$ cat src/hdl/sp2a_pkg.sv
// Shared types, constants and helper functions of the segregated power-of-two
// block allocator. No dependencies; every other file refers to it by scope.
`default_nettype none

package sp2a_pkg;

  // Address space and size classes
  localparam int ADDR_BITS  = 20;
  localparam int MIN_LANE   = 6;
  localparam int MAX_LANE   = 16;
  localparam int LANES      = MAX_LANE - MIN_LANE + 1;
  localparam int LANE_W     = $clog2(LANES);
  localparam int SIZE_W     = ADDR_BITS + 1;
  localparam int WIDE_W     = SIZE_W + 1;
  localparam int CLS_W      = 5;
  localparam int GRAN_W     = ADDR_BITS - MIN_LANE;
  localparam int LINK_W     = GRAN_W + 1;
  localparam int LINK_DEPTH = 1 << GRAN_W;

  localparam logic [WIDE_W-1:0] SPACE = WIDE_W'(1) << ADDR_BITS;

  // Page shift register
  localparam int PS_W     = 5;
  localparam int PS_MIN   = 6;
  localparam int PS_MAX   = 20;
  localparam int PS_RESET = 12;

  // APB register file
  localparam int APB_AW = 3;
  localparam int APB_DW = 32;
  localparam logic REG_PAGE_SHIFT = 1'b0;

  // Queue depths (powers of two so that the pointers wrap by themselves)
  localparam int CMDQ_DEPTH = 2;
  localparam int CMDQ_PW    = $clog2(CMDQ_DEPTH);
  localparam int RSPQ_DEPTH = 2;
  localparam int RSPQ_PW    = $clog2(RSPQ_DEPTH);

  typedef enum logic {
    OP_ALLOC   = 1'b0,
    OP_RELEASE = 1'b1
  } op_e;

  typedef enum logic [1:0] {
    STS_ALLOC   = 2'd0,
    STS_RELEASE = 2'd1,
    STS_OOM     = 2'd2
  } status_e;

  typedef enum logic [2:0] {
    ES_IDLE,
    ES_DECODE,
    ES_CARVE,
    ES_POP,
    ES_OUT
  } eng_state_e;

  typedef struct packed {
    logic                 opcode;
    logic [SIZE_W-1:0]    size_bytes;
    logic [ADDR_BITS-1:0] block_addr;
  } req_t;

  typedef struct packed {
    status_e              status;
    logic [ADDR_BITS-1:0] granted_addr;
    logic [CLS_W-1:0]     size_class;
    logic [SIZE_W-1:0]    bytes_in_use;
    logic [SIZE_W-1:0]    peak_in_use;
  } rsp_t;

  // Classified request handed from the front end to the engine
  typedef struct packed {
    logic              is_rel;
    logic              pooled;
    logic [CLS_W-1:0]  cls;
    logic [LANE_W-1:0] lane;
    logic [GRAN_W-1:0] gran;
    logic [SIZE_W-1:0] amount;
  } cmd_t;

  // ceil(log2(size)), floored at MIN_LANE
  function automatic logic [CLS_W-1:0] size_class(input logic [SIZE_W-1:0] size);
    logic [CLS_W-1:0] msb;
    logic             pow2;
    logic [CLS_W-1:0] cls;
    msb = '0;
    for (int i = 0; i < SIZE_W; i++) begin
      if (size[i]) begin
        msb = CLS_W'(i);
      end
    end
    pow2 = ((size & (size - SIZE_W'(1))) == '0);
    if (size <= (SIZE_W'(1) << MIN_LANE)) begin
      cls = CLS_W'(MIN_LANE);
    end else begin
      cls = msb + CLS_W'(!pow2);
    end
    return cls;
  endfunction

  // Page shift clamped to its legal range
  function automatic logic [PS_W-1:0] eff_shift(input logic [PS_W-1:0] ps);
    logic [PS_W-1:0] r;
    if (ps < PS_W'(PS_MIN)) begin
      r = PS_W'(PS_MIN);
    end else if (ps > PS_W'(PS_MAX)) begin
      r = PS_W'(PS_MAX);
    end else begin
      r = ps;
    end
    return r;
  endfunction

endpackage

`default_nettype wire

$ cat src/hdl/sp2a_res_queue.sv
// Result queue between the engine and the output ports.
// Depends on sp2a_pkg.
`default_nettype none

module sp2a_res_queue (
  input  wire logic            clk_i,
  input  wire logic            rst_ni,
  input  wire logic            in_valid_i,
  output logic                 in_ready_o,
  input  wire sp2a_pkg::rsp_t  in_rsp_i,
  output logic                 empty,
  input  wire logic            pop,
  output sp2a_pkg::rsp_t       rsp_o
);

  sp2a_pkg::rsp_t                slots_q [sp2a_pkg::RSPQ_DEPTH];
  logic [sp2a_pkg::RSPQ_PW-1:0]  wr_ptr_q, rd_ptr_q;
  logic [sp2a_pkg::RSPQ_PW:0]    cnt_q, cnt_d;
  logic                          do_wr, do_rd;

  assign in_ready_o = (cnt_q != (sp2a_pkg::RSPQ_PW + 1)'(sp2a_pkg::RSPQ_DEPTH));
  assign empty      = (cnt_q == '0);
  assign rsp_o      = slots_q[rd_ptr_q];
  assign do_wr      = in_valid_i && in_ready_o;
  assign do_rd      = pop && !empty;

  always_comb begin
    cnt_d = cnt_q + (sp2a_pkg::RSPQ_PW + 1)'(do_wr) - (sp2a_pkg::RSPQ_PW + 1)'(do_rd);
  end

  // Pointers and fill level
  always_ff @(posedge clk_i or negedge rst_ni) begin
    if (!rst_ni) begin
      wr_ptr_q <= '0;
      rd_ptr_q <= '0;
      cnt_q    <= '0;
    end else begin
      if (do_wr) begin
        wr_ptr_q <= wr_ptr_q + 1'b1;
      end
      if (do_rd) begin
        rd_ptr_q <= rd_ptr_q + 1'b1;
      end
      cnt_q <= cnt_d;
    end
  end

  // Storage
  always_ff @(posedge clk_i) begin
    if (do_wr) begin
      slots_q[wr_ptr_q] <= in_rsp_i;
    end
  end

endmodule

`default_nettype wire

$ cat config.mk
export PLATFORM = sky130hd
export DESIGN_NAME = sp2a_res_queue
export DESIGN_NICKNAME = d
export VERILOG_FILES = /design/src/hdl/sp2a_pkg.sv /design/src/hdl/sp2a_res_queue.sv
export SDC_FILE = /design/constraint.sdc
export NUM_CORES = 1
export LEC_CHECK = 0
export ABC_AREA = 1
export BUFFER_PORTS_ARGS = -buffer_cell sky130_fd_sc_hd__buf_2
export CAP_MARGIN = 5
export CORE_ASPECT_RATIO = 0.7
export CORE_MARGIN = 4
export CORE_UTILIZATION = 56
export DETAILED_ROUTE_END_ITERATION = 6
export PLACE_DENSITY = 0.85
export SYNTH_ARGS = -nofsm -noshare
export SYNTH_HDL_FRONTEND = slang
export SYNTH_SLANG_ARGS = --single-unit
$ cat constraint.sdc
create_clock -name clk_i -period 8.4 [get_ports clk_i]
set_input_delay 0.84 -clock clk_i [delete_from_list [all_inputs] [get_ports clk_i]]
set_output_delay 0.84 -clock clk_i [all_outputs]
set_load 0.02 [all_outputs]
Yosys cells after proc, flatten, opt, wreduce, memory -nomap -nowiden
Memory sizes are Yosys's and may differ from the RTL's.
Index checks and enable logic that the tools add are counted.
{"block": "op_classes", "n_lt_le_gt_ge": 0, "bitwise_logic": 0, "eq_ne": 1, "n_div": 0, "reduce_logical": 4, "n_shift": 0, "n_addsub": 4, "muxes": 2, "mul": 0}
{"cell": "adder 1 bit (second input constant)", "count": 2}
{"cell": "adder 2 x 1 -> 2 bit", "count": 1}
{"cell": "logical AND 1 bit", "count": 2}
{"cell": "zero test 2 bit", "count": 1}
{"cell": "2-to-1 mux 1 bit", "count": 2}
{"cell": "inequality test 2 bit (second input constant)", "count": 1}
{"cell": "subtractor 2 x 1 -> 2 bit", "count": 1}
{"cell": "zero test 1 bit", "count": 1}
{"block": "word_totals", "mem_bits_rw": 138, "mem_bits_ro": 0, "in_bits": 73, "out_inout_bits": 71, "wordCells": 15, "reg_bits": 4, "n_memories": 1, "latch_bits": 0}
{"memory": "slots_q", "words": 2, "word_bits": 69, "read_ports": 1, "rd_ports_with_merged_regs": 0, "write_ports": 1, "line_no": "sp2a_res_queue.sv:16", "text": "sp2a_pkg::rsp_t slots_q [sp2a_pkg::RSPQ_DEPTH];"}

Depth between registers and ports, before layout
{"block": "depth", "ltp_word": 4, "depth_mapped": 10}

Least setup slack after synthesis
Ideal clock, no wire load.
{"block": "synth_path", "kind": "input port to flip-flop", "start": "input in_valid_i", "end": "memory slots_q[1][0] in the netlist's numbering, enable pin", "cell_stages": 2, "path_slack_ps": 4087, "t_arrival_ps": 3816, "cell_sequence": "nand2_1 nor2_1"}
{"block": "synth_between", "elab_chain_cells": 3}
{"element": "start: declaration", "line_no": "sp2a_res_queue.sv:8", "text": "input wire logic in_valid_i,"}
{"element": "logical AND 1 bit", "line_no": "sp2a_res_queue.sv:24", "text": "assign do_wr = in_valid_i && in_ready_o;"}
{"element": "2-to-1 mux 1 bit", "line_no": "sp2a_res_queue.sv:50", "text": "if (do_wr) begin"}
{"element": "2-to-1 mux 1 bit (not written as such)", "line_no": "sp2a_res_queue.sv:51", "text": "slots_q[wr_ptr_q] <= in_rsp_i;"}
{"element": "end: declaration", "line_no": "sp2a_res_queue.sv:16"}
No other way between the ends.

==> reports/results.ini <==
[finish]
fill_cells = 620
final_nets = 618
postLayoutCellArea_um2 = 6610
area_growth_pct = 25.9
seq_area_um2 = 4250
multi_input_area_um2 = 877
final-instance-count-excl-fill = 679
drive_gt1_frac = 0.319
antennaDiodeCount = 0
utilization = 0.726

[detailed_routing]
drt_iter0_drc = 199
top_layer = met5
ant_nets = 0
routed_via_density = 4.89
wl_met1_um = 4040
dr.pass1.iters = 4
vias = 3323
wl_met2_um = 4970
routed-wl-met3_um = 970
wirelength_um = 10100
drc = 0
wl_per_cell_um = 14.8

[place]
place_congestion = 0.751
port_buffers = 143
dp_hpwl_um = 6280
dp.cells = 648
pre_cts_slack_ns = 5.85
dpl-instance-area_um2 = 6060

[synthesis]
syn_avg_cell_area_um2 = 13.4
yosysSeqAreaShare = 0.808
netlist-cell-type-count = 11
yosys_warnings = 0
synth_cells = 393
synth_area_um2 = 5250
synth-seq-cells = 142
syn_nets = 468

[worst_setup_path]
start_kind = flop
crit_path_max_fanout = 70
critPathLaunch = rd_ptr_q
r2r-start = cnt_q[1]
required_ns = 7.56
end_kind = output pin
worstPathArrival_ns = 1.84
worstSetupPathType = reg2out

[sta]
setup_viol = 0
fin_skew_ns = 0.00937
rsz0062_at_grt = false
relSlewSlack = 0.378
finalWorstSetupSlack_ns = 5.72
min_period_ns = 2.68
hold_viol = 0
slew_violations = 0
worst_pin_slew_ns = 0.933
holdWs_ns = 0.236
fmax_ghz = 0.373
setup_tns_ns = 0
finalCritPeriodShare = 0.319

[cts]
cts_num_sinks = 142
cts_hold_buffers = 0
cts_resized = 0
clk_pin_slew_worst_paths_ns = 0.06
clockBufferDepth = 2
cts_max_level = 4
root_buffer = clkbuf_16
cts_tree = yes
cts_setup_buffers = 0
cts_inserted_buffers = 17
clk_latency_ns = 0.40

[power]
power.density_nw_per_um2 = 386
p_leak_nw = 2.91
finalPower_mw = 2.55
ir_drop_mv = 0.245

[global_route]
grt_pass1_vias = 3254
grt_pass1_wl_um = 15200
antenna_found_initial = 1
grt-ovfl-total = 0
grtUsageTotal = 0.187
grt_max_degree = 71

[die]
floorplan.initialDensity = 0.577
die_y_um = 89.0
die_area_um2 = 11000
fp.dieW_um = 124
std_cell_rows = 29
ios = 144
core_um2 = 9110

[outcome]
outcome = complete, no violations

[job]
maxCapViolations = 0

[worst_hold_path]
hold_path.class = in2async

-- cells by family after synthesis --
| group | after synthesis | share of synthesized area |
|---|---|---|
| buffers and inverters | 25 | 0.0264 |
| and+or+nand+nor | 224 | 0.161 |
| adders and majority gates | 2 | 0.00476 |
| DFF | 142 | 0.808 |
-- final timing paths --
path	to	slack (ns)	cells past startpoint
max in group asynchronous	rd_ptr_q	8.02	1
worst min register to register	wr_ptr_q	0.48	2
worst max register to register	slots_q[0][42]	6.29	4
min in group clk_i	wr_ptr_q	0.48	2
worst max-delay path	rsp_o[46]	5.72	4
worst min-delay path	wr_ptr_q	0.24	1
-- sequential cells by signal (all words and copies together), names as in the netlist --
name	flops
rd_ptr_q	1
wr_ptr_q	1
slots_q	138
cnt_q	2
-- worst max-delay path, cell delays in order, from the launching register on --
cell	delay [ns]
dfrtp_2	0.38
buf_4	0.59
nand2_1	0.15
nand2_1	0.13
buf_2	0.18
-- Yosys cell counts --
library cell,number,area share
buf_2,7,0.0067
buf_4,7,0.010
buf_6,1,0.0021
dfrtp_1,4,0.019
edfxtp_1,138,0.79
ha_1,2,0.0048
inv_1,9,0.0064
inv_4,1,0.0012
nand2_1,220,0.16
nand3_1,3,0.0029
nor2_1,1,0.00071
-- cells in the final DEF (no fill, tap or decap), drive strengths merged --
| cell | synthesis | final |
|---|---|---|
| nand3 | 3 | 3 |
| nor2 | 1 | 1 |
| clkinv | 0 | 7 |
| clkinvlp | 0 | 2 |
| ha | 2 | 2 |
| buf | 15 | 146 |
| clkbuf | 0 | 20 |
| inv | 10 | 10 |
| dfrtp | 4 | 4 |
| edfxtp | 138 | 138 |
| bufinv | 0 | 2 |
| nand2 | 220 | 220 |
-- report_power, final --
group | total [mW] | switching [mW] | leakage, nW | internal [mW]
clock | 0.696 | 0.263 | 0.267 | 0.433
combinational | 0.849 | 0.622 | 1.31 | 0.228
sequential | 1.01 | 0.0383 | 1.33 | 0.969
total | 2.55 | 0.923 | 2.91 | 1.63
-- cell type report --
class,count,share of cell area
Clock buffer,20,0.0660
Sequential cell,142,0.642
Clock inverter,11,0.0182
Inverter,10,0.00605
Tap cell,124,0.0235
Multi-Input combinational cell,226,0.133
Timing Repair Buffer,146,0.112
-- metal layers --
metal / global-route usage / up-vias
met5: 0 / -
met4: 0.0784 / 2
met3: 0.0651 / 10
met2: 0.312 / 150
met1: 0.225 / 1540
li1: - / 1621
No activity file was read; power rests on OpenSTA's default activity.
