==> src/hdl/sp2a_pkg.sv <==
// Shared types, constants and helper functions of the segregated power-of-two
// block allocator. No dependencies; every other file refers to it by scope.
`default_nettype none

package sp2a_pkg;

  // Address space and size classes
  localparam int ADDR_BITS  = 20;
  localparam int MIN_LANE   = 6;
  localparam int MAX_LANE   = 16;
  localparam int LANES      = MAX_LANE - MIN_LANE + 1;
  localparam int LANE_W     = $clog2(LANES);
  localparam int SIZE_W     = ADDR_BITS + 1;
  localparam int WIDE_W     = SIZE_W + 1;
  localparam int CLS_W      = 5;
  localparam int GRAN_W     = ADDR_BITS - MIN_LANE;
  localparam int LINK_W     = GRAN_W + 1;
  localparam int LINK_DEPTH = 1 << GRAN_W;

  localparam logic [WIDE_W-1:0] SPACE = WIDE_W'(1) << ADDR_BITS;

  // Page shift register
  localparam int PS_W     = 5;
  localparam int PS_MIN   = 6;
  localparam int PS_MAX   = 20;
  localparam int PS_RESET = 12;

  // APB register file
  localparam int APB_AW = 3;
  localparam int APB_DW = 32;
  localparam logic REG_PAGE_SHIFT = 1'b0;

  // Queue depths (powers of two so that the pointers wrap by themselves)
  localparam int CMDQ_DEPTH = 2;
  localparam int CMDQ_PW    = $clog2(CMDQ_DEPTH);
  localparam int RSPQ_DEPTH = 2;
  localparam int RSPQ_PW    = $clog2(RSPQ_DEPTH);

  typedef enum logic {
    OP_ALLOC   = 1'b0,
    OP_RELEASE = 1'b1
  } op_e;

  typedef enum logic [1:0] {
    STS_ALLOC   = 2'd0,
    STS_RELEASE = 2'd1,
    STS_OOM     = 2'd2
  } status_e;

  typedef enum logic [2:0] {
    ES_IDLE,
    ES_DECODE,
    ES_CARVE,
    ES_POP,
    ES_OUT
  } eng_state_e;

  typedef struct packed {
    logic                 opcode;
    logic [SIZE_W-1:0]    size_bytes;
    logic [ADDR_BITS-1:0] block_addr;
  } req_t;

  typedef struct packed {
    status_e              status;
    logic [ADDR_BITS-1:0] granted_addr;
    logic [CLS_W-1:0]     size_class;
    logic [SIZE_W-1:0]    bytes_in_use;
    logic [SIZE_W-1:0]    peak_in_use;
  } rsp_t;

  // Classified request handed from the front end to the engine
  typedef struct packed {
    logic              is_rel;
    logic              pooled;
    logic [CLS_W-1:0]  cls;
    logic [LANE_W-1:0] lane;
    logic [GRAN_W-1:0] gran;
    logic [SIZE_W-1:0] amount;
  } cmd_t;

  // ceil(log2(size)), floored at MIN_LANE
  function automatic logic [CLS_W-1:0] size_class(input logic [SIZE_W-1:0] size);
    logic [CLS_W-1:0] msb;
    logic             pow2;
    logic [CLS_W-1:0] cls;
    msb = '0;
    for (int i = 0; i < SIZE_W; i++) begin
      if (size[i]) begin
        msb = CLS_W'(i);
      end
    end
    pow2 = ((size & (size - SIZE_W'(1))) == '0);
    if (size <= (SIZE_W'(1) << MIN_LANE)) begin
      cls = CLS_W'(MIN_LANE);
    end else begin
      cls = msb + CLS_W'(!pow2);
    end
    return cls;
  endfunction

  // Page shift clamped to its legal range
  function automatic logic [PS_W-1:0] eff_shift(input logic [PS_W-1:0] ps);
    logic [PS_W-1:0] r;
    if (ps < PS_W'(PS_MIN)) begin
      r = PS_W'(PS_MIN);
    end else if (ps > PS_W'(PS_MAX)) begin
      r = PS_W'(PS_MAX);
    end else begin
      r = ps;
    end
    return r;
  endfunction

endpackage

`default_nettype wire

==> src/hdl/sp2a_front.sv <==
// Front end: classifies incoming requests and holds them in a short queue.
// Depends on sp2a_pkg.
`default_nettype none

module sp2a_front (
  input  wire logic             clk_i,
  input  wire logic             rst_ni,
  input  wire logic             push,
  output logic                  full,
  input  wire sp2a_pkg::req_t   req_i,
  output logic                  cmd_valid_o,
  output sp2a_pkg::cmd_t        cmd_o,
  input  wire logic             cmd_pop_i
);

  sp2a_pkg::cmd_t                    cls_cmd;
  logic [sp2a_pkg::CLS_W-1:0]        cls;
  sp2a_pkg::cmd_t                    slots_q [sp2a_pkg::CMDQ_DEPTH];
  logic [sp2a_pkg::CMDQ_PW-1:0]      wr_ptr_q, wr_ptr_d;
  logic [sp2a_pkg::CMDQ_PW-1:0]      rd_ptr_q, rd_ptr_d;
  logic [sp2a_pkg::CMDQ_PW:0]        cnt_q, cnt_d;
  logic                              do_wr, do_rd;

  // Size class, lane and byte amount of the request
  always_comb begin
    cls            = sp2a_pkg::size_class(req_i.size_bytes);
    cls_cmd.is_rel = (req_i.opcode == sp2a_pkg::OP_RELEASE);
    cls_cmd.cls    = cls;
    cls_cmd.pooled = (cls <= sp2a_pkg::CLS_W'(sp2a_pkg::MAX_LANE));
    cls_cmd.gran   = req_i.block_addr[sp2a_pkg::ADDR_BITS-1:sp2a_pkg::MIN_LANE];
    if (cls_cmd.pooled) begin
      cls_cmd.lane   = sp2a_pkg::LANE_W'(cls - sp2a_pkg::CLS_W'(sp2a_pkg::MIN_LANE));
      cls_cmd.amount = sp2a_pkg::SIZE_W'(1) << cls;
    end else begin
      cls_cmd.lane   = '0;
      cls_cmd.amount = req_i.size_bytes;
    end
  end

  // Command queue control
  assign full        = (cnt_q == (sp2a_pkg::CMDQ_PW + 1)'(sp2a_pkg::CMDQ_DEPTH));
  assign cmd_valid_o = (cnt_q != '0);
  assign cmd_o       = slots_q[rd_ptr_q];
  assign do_wr       = push && !full;
  assign do_rd       = cmd_pop_i && cmd_valid_o;

  always_comb begin
    wr_ptr_d = do_wr ? wr_ptr_q + 1'b1 : wr_ptr_q;
    rd_ptr_d = do_rd ? rd_ptr_q + 1'b1 : rd_ptr_q;
    cnt_d    = cnt_q + (sp2a_pkg::CMDQ_PW + 1)'(do_wr) - (sp2a_pkg::CMDQ_PW + 1)'(do_rd);
  end

  always_ff @(posedge clk_i or negedge rst_ni) begin
    if (!rst_ni) begin
      wr_ptr_q <= '0;
      rd_ptr_q <= '0;
      cnt_q    <= '0;
    end else begin
      wr_ptr_q <= wr_ptr_d;
      rd_ptr_q <= rd_ptr_d;
      cnt_q    <= cnt_d;
    end
  end

  // Queue storage
  always_ff @(posedge clk_i) begin
    if (do_wr) begin
      slots_q[wr_ptr_q] <= cls_cmd;
    end
  end

endmodule

`default_nettype wire

==> config.mk <==
export PLATFORM = sky130hd
export DESIGN_NAME = sp2a_front
export DESIGN_NICKNAME = d
export VERILOG_FILES = /design/src/hdl/sp2a_pkg.sv /design/src/hdl/sp2a_front.sv
export SDC_FILE = /design/constraint.sdc
export NUM_CORES = 1
export LEC_CHECK = 0
export ABC_AREA = 1
export BUFFER_PORTS_ARGS = -buffer_cell sky130_fd_sc_hd__buf_2
export CORE_ASPECT_RATIO = 0.5
export CORE_MARGIN = 1
export CORE_UTILIZATION = 35
export CTS_CLUSTER_DIAMETER = 150
export CTS_CLUSTER_SIZE = 25
export DETAILED_ROUTE_END_ITERATION = 12
export GPL_TIMING_DRIVEN = 1
export PLACE_DENSITY = 0.66
export RECOVER_POWER = 50
export REMOVE_ABC_BUFFERS = 1
export SYNTH_ARGS = -nofsm -noshare
export SYNTH_HDL_FRONTEND = slang
export SYNTH_SLANG_ARGS = --single-unit
export TNS_END_PERCENT = 20
==> constraint.sdc <==
create_clock -name clk_i -period 3.7 [get_ports clk_i]
set_clock_uncertainty 0.1 [all_clocks]
set_input_delay 0.925 -clock clk_i [delete_from_list [all_inputs] [get_ports clk_i]]
set_output_delay 0.925 -clock clk_i [all_outputs]
set_load 0.1 [all_outputs]
# Word level (Yosys, flattened, before mapping)
# Memories as Yosys holds them, arrays and structs flattened.
# Cells that the tools add are included.
[word_totals]
reg_bits = 4
latch_bits = 0
ramBits = 92
rom_bits = 0
input_bits = 46
memories = 1
[op_classes]
add_sub_neg = 7
mul = 0
n_div = 0
order_cmp = 2
n_eq_ne = 1
shifts = 1
muxes = 25
bitwise_logic = 1
reduce_logical = 6
[memory_table]
columns = ["name", "words", "width", "rd", "rd_ports_with_merged_regs", "wr", "line_no", "text"]
rows = [
  ["slots_q", 2, 46, 1, 0, 1, "sp2a_front.sv:18", "sp2a_pkg::cmd_t slots_q [sp2a_pkg::CMDQ_DEPTH];"],
]
[op_table]
columns = ["cell", "n"]
rows = [
  ["two-way mux 5 bit", 18],
  ["bitwise AND 21 bit", 1],
  ["less-or-equal comparator 21 x 7 -> 1 bit, second input constant", 1],
  ["zero test 21 bit", 1],
  ["two-way mux 21 bit", 1],
  ["<< shifter 1 x 5 -> 21 bit, first input constant", 1],
  ["subtractor 21 x 1 -> 21 bit, second input constant", 1],
  ["adder 5 x 1 -> 5 bit", 1],
  ["less-or-equal comparator 5 bit, second input constant", 1],
  ["two-way mux 2 bit", 2],
  ["two-way mux 4 bit", 1],
  ["subtractor 4 x 3 -> 4 bit, second input constant", 1],
  ["two-way mux 1 bit", 3],
  ["adder 1 bit, second input constant", 2],
  ["adder 2 x 1 -> 2 bit", 1],
  ["== test 2 bit, second input constant", 1],
  ["logical AND 1 bit", 2],
  ["zero test 1 bit", 2],
  ["nonzero test 2 bit", 1],
  ["subtractor 2 x 1 -> 2 bit", 1],
]

# Longest topological paths before layout
[depth]
depth_word = 24
ltp_mapped = 27
mapped_depth_nobuf = 27

# Worst setup path before layout
# Ideal clock, no wire load.
[synth_timing]
path_kind = "input -> register"
start = "input req_i[21] (netlist bit)"
end = "memory slots_q[0][38] (netlist bit) (data pin)"
setup_ps = 253
t_arrival_ps = 3390
slack_ps = -43
path_stages = 20
path_cell_list = "nor2_1 > nand2_1 > inv_1 > nand3_1 > nor3_1 > nand3_1 > o21ai_0 > nand4_1 > a21oi_1 > nand3_1 > ha_1 > ha_1 > xor2_4 > inv_1 > nand2_1 > ha_1 > inv_1 > nand4_1 > nand2_1 > nor2_1"
[synth_lines]
columns = ["item", "line_no", "text"]
rows = [
  ["start, declared", "sp2a_front.sv:10", "input wire sp2a_pkg::req_t req_i,"],
  ["end, declared", "sp2a_front.sv:18", ""],
]

==> impl_results.md <==
* Status: completed
* Row Count at 29
* Crit path max-delay family: simple AND/OR/NAND/NOR gates
* DRT iter0 DRCs at roughly 200
* GP Congestion at 0.883
* Critical path required time at approximately 3.7 ns
* Die width at 165 µm
* Most common cell after layout, fill and taps aside: nand2_1
* WHS at 0.294 ns
* H-tree Lvls at 3
* Netlist cell types at 35
* Core Region at 12800 µm²
* Skew-Pair Late Insertion Delay at 0.35 ns
* Die outline height at 83.4 µm
* Min Tclk post-route at between 3 and 4 ns
* Synthesized area at 4640 µm²
* Critical path arrival at 3.56 ns
* Num CTS Buffers at 9
* Global route overflow at 0
* CP Cell Sequence: buf_2, nor2_2, nand2_2, inv_1, nand3_2, nor3_4, nand3_1, o21ai_0, nand4_1, a21oi_2, nand3_2, ha_2, ha_2, xor2_4, inv_1, nand2_1, ha_1, inv_1, nand4_1, nand2_1, nor2_2
* Residual DRC count at 0
* Clock transition at path regs at 0.07 ns
* Global-route usage over all layers at 17.1%
* Initial Util at 36.2%
* Initial antenna violation count at 0
* Avg Cell Area, Syn at 9.42 µm²
* Reg area at 2860 µm²
* Sequential element share of the synthesized area at 61.7%
* Antenna-violating nets left at 0
* Port bufs at between 80 and 90
* First-pass GRT wire length at about 18000 µm
* Main flop type after synthesis: edfxtp_1
* Routed WL per cell at 13.5 µm
* F_max at 281 MHz
* Async SR Flop Fraction at 4.17%
* Post-DR vias/cell at about 4.5
* Slew @ Worst Pin at roughly 1.1 ns
* WL final at 11100 µm
* Post-synth EDFFs at approximately 90
* Most common cell on crit path: inv_1
* Worst Hold Class: input pin to async pin
* #FFs+latches synth at 96
* Slew Viols, Final at 0
* Synth-to-layout area growth at 30.8%
* Post-detail-place hpwl at 7820 µm
* Routed vias at between 3000 and 4000
* CTS Sinks at 96
* CTS tree: done
* Layout cells sized above 1 at between 30% and 40%
* Vias in the first global route at 3708
* Setup TNS Final at 0 ns
* Gate Count Post-Synth at slightly below 500
* # Max-Cap Violations at 0
* CP Capture Type: flip-flop
* Synth warn at 0
* Pre-antenna DRT Iters at 5
* Top Ports at 94
* DIE AREA at ~14000 µm²
* Multi-input logic area at about 1600 µm²
* Setup CP Type: input pin to flip-flop
* Clk buf depth at 2
* Worst path bufs/invs at 4
* Root Buffer: clkbuf_16
* Final hold viol count at 0
* Commonest non-fill, non-tap cells in the layout: nand2_1 (218), edfxtp_1 (92), buf_2 (78)
* Period utilization at between 90 and 100%
* CTS Hold Bufs at 0
* # diodes at 0
* Slowest-stage cell, CP: nor3_4
* Pin count of the biggest net entering global routing at 47
* Slew headroom at about a quarter
* Startpoint Class: input pin
* Fill cell count at 1223
* Final setup violation count at 0
* Final std cells w/o fill at 818
* Dpl cells at 801
* Critical-path maximum fanout at 5
* Max incr delay on CP at 0.23 ns
* Final net count at 694
## kinds of logic (layout without fill, tap and decap cells)
group	after synthesis	in the layout	synth area share, %
buffers and inverters	59	215	5.23
xor gates and xnor gates	5	5	1.35
and+or+nand+nor	306	306	27.5
DFF	96	96	61.7
AOI/OAI and AO/OA	21	21	2.83
adders and majority gates	5	5	1.35
## cell usage after synthesis, drive strengths merged, types with 5 or more instances
master | count | area share [%]
a21oi | 7 | 1.0
buf | 7 | 1.0
clkbuf | 7 | 0.57
edfxtp | 92 | 60
ha | 5 | 1.3
inv | 44 | 3.6
nand2 | 226 | 19
nand3 | 27 | 3.5
nand4 | 6 | 0.81
nor2 | 39 | 3.5
nor3 | 6 | 0.65
o21ai | 8 | 0.86
## cell type report
type / instances / share of cell area (%)
clock inverter: 6 / 0.702
tap: 170 / 3.51
multi-input combinational: 337 / 26.5
inverter: 45 / 2.85
sequential: 96 / 47.2
clock buffer: 10 / 3.78
timing repair buffer: 154 / 15.4
## state kept, by name, indices dropped and copies added, names as in the netlist
register / count
wr_ptr_q: 1
slots_q: 92
rd_ptr_q: 1
cnt_q: 2
## layer usage
layer	vias up	share of wire, %	global-route usage (%)
met2	49	48	28.9
li1	1902	-	-
met3	14	3.1	3.10
met1	1726	47	21.7
met4	0	1.6	6.42
met5	-	0	0
## metrics by stage
stage | instance area [µm²] | setup WS (ns) | utilization [%]
after floorplan | 4560 | -0.0428 | -
after global placement | 5760 | -0.374 | 45.0
after detailed placement | 5760 | -0.440 | 45.0
after CTS | 6040 | 0.00159 | 47.2
after global routing | 6060 | -0.0476 | 47.3
final | 6060 | 0.147 | 47.3
## repair_timing
item,in CTS,in global routing
gates resized for setup,2,23
endpoints found under the hold margin,0,0
pin swaps,0,4
buffers inserted,0,1
setup endpoints to repair,32,54
## worst paths after layout
path                            startpoint             end  slack (ns)  depth (start not counted)
worst max-delay path             req_i[21]  slots_q[1][38]        0.15                         21
worst min-delay path                rst_ni        cnt_q[0]        0.29                          1
worst max register to register    cnt_q[1]  slots_q[0][39]        0.99                          4
worst min register to register    cnt_q[0]        cnt_q[0]        0.45                          1
max in group asynchronous           rst_ni        wr_ptr_q        3.02                          1
min in group clk_i                cnt_q[0]        cnt_q[0]        0.45                          1
Power is not shown: default switching activity piles up to over one toggle a cycle in this logic, so the estimate is an artifact.
